<file path="src/mc128_pkg.sv">
// types, constant tables and round functions of the midori128 datapath
package mc128_pkg;

    // state bytes, byte 0 in the top bits
    typedef logic [0:15][7:0] state_t;

    // one request moving along the round chain
    typedef struct packed {
        logic   valid;
        logic   kind;
        state_t state;
    } stage_t;

    // configuration register indexes
    typedef enum logic {
        REG_KEY_HIGH = 1'b0,
        REG_KEY_LOW  = 1'b1
    } cfg_reg_t;

    localparam int NUM_ROUNDS = 19;

    localparam logic [3:0] FWD_SHUFFLE [16] = '{
        4'd0, 4'd10, 4'd5, 4'd15, 4'd14, 4'd4, 4'd11, 4'd1,
        4'd9, 4'd3, 4'd12, 4'd6, 4'd7, 4'd13, 4'd2, 4'd8};

    localparam logic [3:0] INV_SHUFFLE [16] = '{
        4'd0, 4'd7, 4'd14, 4'd9, 4'd5, 4'd2, 4'd11, 4'd12,
        4'd15, 4'd8, 4'd1, 4'd6, 4'd10, 4'd13, 4'd4, 4'd3};

    localparam logic [2:0] BIT_PERM [4][8] = '{
        '{3'd4, 3'd1, 3'd6, 3'd3, 3'd0, 3'd5, 3'd2, 3'd7},
        '{3'd1, 3'd6, 3'd7, 3'd0, 3'd5, 3'd2, 3'd3, 3'd4},
        '{3'd2, 3'd3, 3'd4, 3'd1, 3'd6, 3'd7, 3'd0, 3'd5},
        '{3'd7, 3'd4, 3'd1, 3'd2, 3'd3, 3'd0, 3'd5, 3'd6}};

    localparam logic [3:0] NIB_BOX [16] = '{
        4'h1, 4'h0, 4'h5, 4'h3, 4'he, 4'h2, 4'hf, 4'h7,
        4'hd, 4'ha, 4'h9, 4'hb, 4'hc, 4'h8, 4'h4, 4'h6};

    // round constants, one bit per byte, byte 0 leftmost
    localparam logic [0:15] ROUND_CONST [NUM_ROUNDS] = '{
        16'b0001_0101_1011_0011, 16'b0111_1000_1100_0000,
        16'b1010_0100_0011_0101, 16'b0110_0010_0001_0011,
        16'b0001_0000_0100_1111, 16'b1101_0001_0111_0000,
        16'b0000_0010_0110_0110, 16'b0000_1011_1100_1100,
        16'b1001_0100_1000_0001, 16'b0100_0000_1011_1000,
        16'b0111_0001_1001_0111, 16'b0010_0010_1000_1110,
        16'b0101_0001_0011_0000, 16'b1111_1000_1100_1010,
        16'b1101_1111_1001_0000, 16'b0111_1100_1000_0001,
        16'b0001_1100_0010_0100, 16'b0010_0011_1011_0100,
        16'b0110_0010_1000_1010};

    // 8-bit box: bit permute, nibble boxes, inverse bit permute
    function automatic logic [7:0] byte_box(logic [7:0] x, logic [1:0] which);
        logic [7:0] mid;
        logic [7:0] sub;
        logic [7:0] res;
        mid = '0;
        res = '0;
        for (int k = 0; k < 8; k++) begin
            mid[3'(7 - k)] = x[3'd7 - BIT_PERM[which][k]];
        end
        sub = {NIB_BOX[mid[7:4]], NIB_BOX[mid[3:0]]};
        for (int k = 0; k < 8; k++) begin
            res[3'd7 - BIT_PERM[which][k]] = sub[3'(7 - k)];
        end
        return res;
    endfunction

    function automatic state_t sub_cells(state_t s);
        state_t r;
        for (int i = 0; i < 16; i++) begin
            r[i] = byte_box(s[i], 2'(i));
        end
        return r;
    endfunction

    function automatic state_t shuffle_fwd(state_t s);
        state_t r;
        for (int i = 0; i < 16; i++) begin
            r[i] = s[FWD_SHUFFLE[i]];
        end
        return r;
    endfunction

    function automatic state_t shuffle_inv(state_t s);
        state_t r;
        for (int i = 0; i < 16; i++) begin
            r[i] = s[INV_SHUFFLE[i]];
        end
        return r;
    endfunction

    // each byte becomes the xor of the other three of its column
    function automatic state_t mix_cols(state_t s);
        state_t     r;
        logic [7:0] sum;
        for (int c = 0; c < 4; c++) begin
            sum = s[4*c] ^ s[4*c+1] ^ s[4*c+2] ^ s[4*c+3];
            for (int j = 0; j < 4; j++) begin
                r[4*c+j] = sum ^ s[4*c+j];
            end
        end
        return r;
    endfunction

    // key with the round constant in each byte's lsb
    function automatic state_t add_const(state_t k, logic [0:15] rc);
        state_t r;
        for (int i = 0; i < 16; i++) begin
            r[i] = k[i] ^ {7'b0, rc[i]};
        end
        return r;
    endfunction

endpackage

</file>
<file path="src/mc128_round_cell.sv">
// one round of the cipher chain, registered, with its own hold logic
module mc128_round_cell #(
    parameter int ROUND = 1
) (
    input  logic                aclk,
    input  logic                aresetn,
    input  mc128_pkg::state_t   key_i,
    input  mc128_pkg::stage_t   up_i,
    output logic                up_ready_o,
    output mc128_pkg::stage_t   dn_o,
    input  logic                dn_ready_i
);
    import mc128_pkg::*;

    // encryption walks the constants upward, decryption downward
    localparam int ENC_IDX = ROUND - 1;
    localparam int DEC_IDX = NUM_ROUNDS - ROUND;

    logic   valid_reg;
    logic   kind_reg;
    state_t state_reg;
    state_t state_next;
    state_t sc;
    state_t enc_state;
    state_t dec_state;
    state_t dec_key;

    // round function on the incoming state
    always_comb begin
        sc        = sub_cells(up_i.state);
        enc_state = mix_cols(shuffle_fwd(sc)) ^ add_const(key_i, ROUND_CONST[ENC_IDX]);
        dec_key   = shuffle_inv(mix_cols(add_const(key_i, ROUND_CONST[DEC_IDX])));
        dec_state = shuffle_inv(mix_cols(sc)) ^ dec_key;
        state_next = up_i.kind ? dec_state : enc_state;
    end

    // take a new request when empty or when the next cell takes ours
    assign up_ready_o = !valid_reg || dn_ready_i;

    always_ff @(posedge aclk) begin
        if (!aresetn) begin
            valid_reg <= 1'b0;
        end else if (up_ready_o) begin
            valid_reg <= up_i.valid;
        end
    end

    // payload, no reset
    always_ff @(posedge aclk) begin
        if (up_ready_o && up_i.valid) begin
            kind_reg  <= up_i.kind;
            state_reg <= state_next;
        end
    end

    assign dn_o = '{valid: valid_reg, kind: kind_reg, state: state_reg};

endmodule

</file>
<file path="config.mk">
export PLATFORM = sky130hd
export DESIGN_NAME = mc128_round_cell
export DESIGN_NICKNAME = d
export VERILOG_FILES = /design/src/mc128_pkg.sv /design/src/mc128_round_cell.sv
export SDC_FILE = /design/constraint.sdc
export NUM_CORES = 1
export LEC_CHECK = 0
export BUFFER_PORTS_ARGS = -buffer_cell sky130_fd_sc_hd__buf_2
export CAP_MARGIN = 10
export CORE_AREA = 2 2 154 156
export DETAILED_ROUTE_END_ITERATION = 7
export DIE_AREA = 0 0 156 158
export PLACE_DENSITY = 0.75
export SETUP_SLACK_MARGIN = 0.4
export SLEW_MARGIN = 20
export SYNTH_ARGS = -nofsm -noshare
export SYNTH_HDL_FRONTEND = slang
export SYNTH_SLANG_ARGS = --single-unit
</file>
<file path="constraint.sdc">
create_clock -name aclk -period 5.29 [get_ports aclk]
set_input_delay 1.058 -clock aclk [delete_from_list [all_inputs] [get_ports aclk]]
set_output_delay 1.058 -clock aclk [all_outputs]
set_load 0.005 [all_outputs]
</file>
### Word level (Yosys, flattened, before mapping)

Memory sizes are Yosys's and may differ from the RTL's.
Cells that the tools add are included.

* register bits: 130
* memory bits (read-only): 1024
* output and inout bits: 131
* logic and storage cells: 200
* memories: 16

* $lt $le $gt $ge: 16
* muxes and demuxes: 33
* bitwise logic cells: 114
* reduce and logical (&&, ||, !) cells: 3

Memory list
* (no name shown): words 16, width 4, rd ports 1, clocked after memory_dff 0, wr ports 0, line mc128_pkg.sv:63 `sub = {NIB_BOX[mid[7:4]], NIB_BOX[mid[3:0]]};`
* (no name shown): words 16, width 4, rd ports 1, clocked after memory_dff 0, wr ports 0, line mc128_pkg.sv:63
* (no name shown): words 16, width 4, rd ports 1, clocked after memory_dff 0, wr ports 0, line mc128_pkg.sv:63
* (no name shown): words 16, width 4, rd ports 1, clocked after memory_dff 0, wr ports 0, line mc128_pkg.sv:63
* (no name shown): words 16, width 4, rd ports 1, clocked after memory_dff 0, wr ports 0, line mc128_pkg.sv:63
* (no name shown): words 16, width 4, rd ports 1, clocked after memory_dff 0, wr ports 0, line mc128_pkg.sv:63
* 10 more memories

Operator list (number)
* $xor 8x8->8: 84
* $xor 128x128->128: 2
* $mux 128: 1
* $mux 4: 32
* $ge 5x5->1 const B: 16
* $not 4->5: 16
* $not 1->1: 12
* $logic_and 1x1->1: 1
* $logic_not 1->1: 1
* $logic_or 1x1->1: 1

### Logic depth before layout (Yosys ltp)

* word-level depth: 10
* depth in mapped cells: 8
* depth with buffers taken out: 7

### Least setup slack after synthesis

OpenSTA, ideal clock, no wires.

* kind: input -> register
* start point: input port dn_ready_i
* end point: register state_reg (netlist bit dn_o[0]) (enable)
* arrival: 4182 ps
* data required time: 4786 ps
* slack: 605 ps
* stages on the path: 2
* buffers on the path: 0
* path through: nand2b_1 and2_1

* cells in the longest elaborated chain, start to end: 2

RTL lines
* start, declared: line mc128_round_cell.sv:11 `input logic dn_ready_i`
* $logic_or 1x1->1: line mc128_round_cell.sv:38 `assign up_ready_o = !valid_reg || dn_ready_i;`
* $logic_and 1x1->1: line mc128_round_cell.sv:50 `if (up_ready_o && up_i.valid) begin`
* end signal, assigned: line mc128_round_cell.sv:52 `state_reg <= state_next;`
* end, declared: line mc128_round_cell.sv:21 `state_t state_reg;`

Every way passes these cells.
A chain may end at the register's enable or synchronous reset.

==> results.toml <==
[cts]
cts.htree.levels = 4
cts.sinks = 130
post_cts_buffers = 0
hold_buffers = 0
tritoncts = "built"
cts-resized-gates = 0
cts.path.max_buffers = 2
worstSkewPairLatency_ns = 0.41
root_buffer = "clkbuf_16"
cts_buffers = 17
cts.clk_slew.worst_paths_ns = 0.07

[pwr]
powerDensity_nw_per_um2 = 299
vdd_drop_max_mv = 0.175
leakagePower_nw = 4.87
intPower_mw = 2.48
p_sw_mw = 1.08
pwr-share-comb_pct = 30.0
clockPowerShare_pct = 32.6
swShare_pct = 30.3
p_seq_share_pct = 37.4

[worst_setup_path]
cp.depth = 8
slowest_stage = "xor3_2"
reg2reg_slack_ns = 3.36
rr_worst_depth = 3
startpoint_type = "input port"
critPathMostFrequentCell = "xor2_1"
endpoint_kind = "register"
timing_worst_setup_path_type = "in -> reg"
rr_startpoint = "valid_reg"
cp_max_fo = 5
cp_top_family = "XOR/XNOR gates"
startpoint = "up_i[125]"
cp_data_required_time_ns = 5.43
worstSetupEndpoint = "dn_o[82]"
r2r-end = "dn_o[63]"
worstPathCellList = "buf_2 > xor2_1 > a22o_4 > xnor2_2 > xor3_2 > xor2_1 > a21oi_2 > xnor2_1"
cp.arrival_ns = 2.68
path_buf_inv = 1
cp_slowest_stage_delay_ns = 0.40

[hold_path]
min_path_type = "reg -> reg"
min_from = "valid_reg"

[global_routing]
grt_usage_pct = 20.3
use_met2_pct = 34.3
grt_pass1_vias = 7130
gr-max-usage-layer = "met2"
antenna_found_initial = 1
grtUsageMet3_pct = 4.74
grt_max_degree = 136
grt_pass1_wl_um = 38000
gr-total-overflow = 0
grtUsageMet1_pct = 25.5

[synthesis]
async_reset_ff_share_pct = 0
syn_inst = 877
yosysMostFrequentCell = "xnor2_1"
synth_flop_cell = "edfxtp_1"
synth_top_area_share_pct = 41.0
synth-seq-cells = 130
synth_commonest_cells = "xnor2_1, edfxtp_1, xor2_1, nand2_1, a21oi_1"
synth_edf_count = 129
synth.distinct_cells = 41
syn_area_um2 = 9440
synth_top_area_cell = "edfxtp_1"
yosysSeqAreaShare_pct = 41.2
syn_area_per_cell_um2 = 10.8
synth_area_leaders = "edfxtp_1, xnor2_1, xor2_1, mux2_2, a21oi_1"
synth_nets = 1138
synth-warning-count = 0

[floorplan]
initial_core_util_pct = 41.0
coreArea_um2 = 23100
dieWidth_um = 156
rows = 56
io-pin-count = 392
dieHeight_um = 158
dieArea_um2 = 24600

[placement]
gp_congestion = 0.832
dp_cells = 1474
io_buffers = 327
hpwl_um = 20500
dpl_cell_area_um2 = 11400

[timing]
period_share_pct = 47.9
hold_viol_final = 0
rsz0062_at_grt = "false"
max_clock_freq_mhz = 394
skew_ns = 0.00653
drv_slew = 0
tightest_slew_ns = 1.05
relSlewSlack_pct = 29.8
fin_setup_tns_ns = 0
setup_violations = 0
timing.final.crit_period_ns = 2.54

[finish]
stdcell_count = 1506
antennaDiodeCount = 0
nFillCells = 2095
seq_area_um2 = 3890
fin_area_um2 = 11900
largest_register_ffs = 128
layout-drive-gt1-share_pct = 35.5
fin_nets = 1464
multi_input_area_um2 = 5320
flow.area_growth_from_synthesis_pct = 26.4

[drt]
dr.pass1.iters = 4
wire_per_inst_um = 17.1
antenna_left = 0
wl_um = 25700
drc = 0
via_count = 7376
via_per_inst = 4.90
drt_iter0_drc = 476

[run_status]
outcome = "completed"

[run]
max_cap_violations = 0
[logic make-up after synthesis]
family | share of synthesized area [%]
simple gates | 6.41
compound gates | 8.75
flops | 41.2
xor+xnor | 33.5
mux | 7.62
buf+inv | 2.47
[power groups by stage]
| stage | sequential, mW | combinational, mW | clock [mW] |
|---|---|---|---|
| global placement | 1.35 | 1.05 | 0 |
| detailed placement | 1.35 | 1.08 | 0 |
| floorplan | 1.38 | 0.668 | 0 |
| global route | 1.34 | 1.18 | 1.23 |
| CTS | 1.33 | 1.08 | 1.19 |
| finish | 1.33 | 1.07 | 1.16 |
[worst min-delay path, cell delays in order, from the launching register on]
cell and delay (ns):
dfxtp_1 0.31, nand2b_1 0.09, a21boi_0 0.10
[worst min path at each step]
stage / to / depth (start not counted) / slack [ns]
after floorplan: valid_reg / 2 / 0.52
after global placement: valid_reg / 2 / 0.51
after detailed placement: valid_reg / 2 / 0.54
after CTS: valid_reg / 2 / 0.55
after global routing: valid_reg / 2 / 0.60
final: valid_reg / 2 / 0.54
[cells in the final DEF, fill, tap and decap left out, drive strengths merged, types with 5 or more instances in the layout]
cell / instances
nand2: 62
a32o: 5
clkinv: 6
o21ai: 47
buf: 330
nor3: 6
nand2b: 21
mux2i: 10
xor2: 123
nor2: 40
clkbuf: 17
o22ai: 13
inv: 37
mux2: 55
edfxtp: 129
a21oi: 63
xnor2: 225
[per-layer routing]
metal / wire length, µm / up-vias
met5: 0 / -
met4: 621 / 0
met3: 1620 / 42
met2: 12500 / 256
met1: 10900 / 3433
li1: - / 3645
[through the flow]
step                power [mW]  setup slack [ns]  util (%)  hold slack (ns)
CTS                       3.61              2.72      51.8            0.546
detailed placement        2.43              2.27      49.3            0.536
global placement          2.41              2.27      49.3            0.510
finish                    3.56              2.75      51.8            0.543
floorplan                 2.05             0.605         -            0.521
global route              3.76              2.64      51.8            0.595
[area by class of cell]
class	count	area share, %
Inverter	30	0.944
Sequential cell	130	32.6
Clock inverter	15	1.22
Multi-Input combinational cell	694	44.5
Timing Repair Buffer	330	14.1
Clock buffer	17	3.56
Tap cell	290	3.04
(Power assumes the default switching activity.)
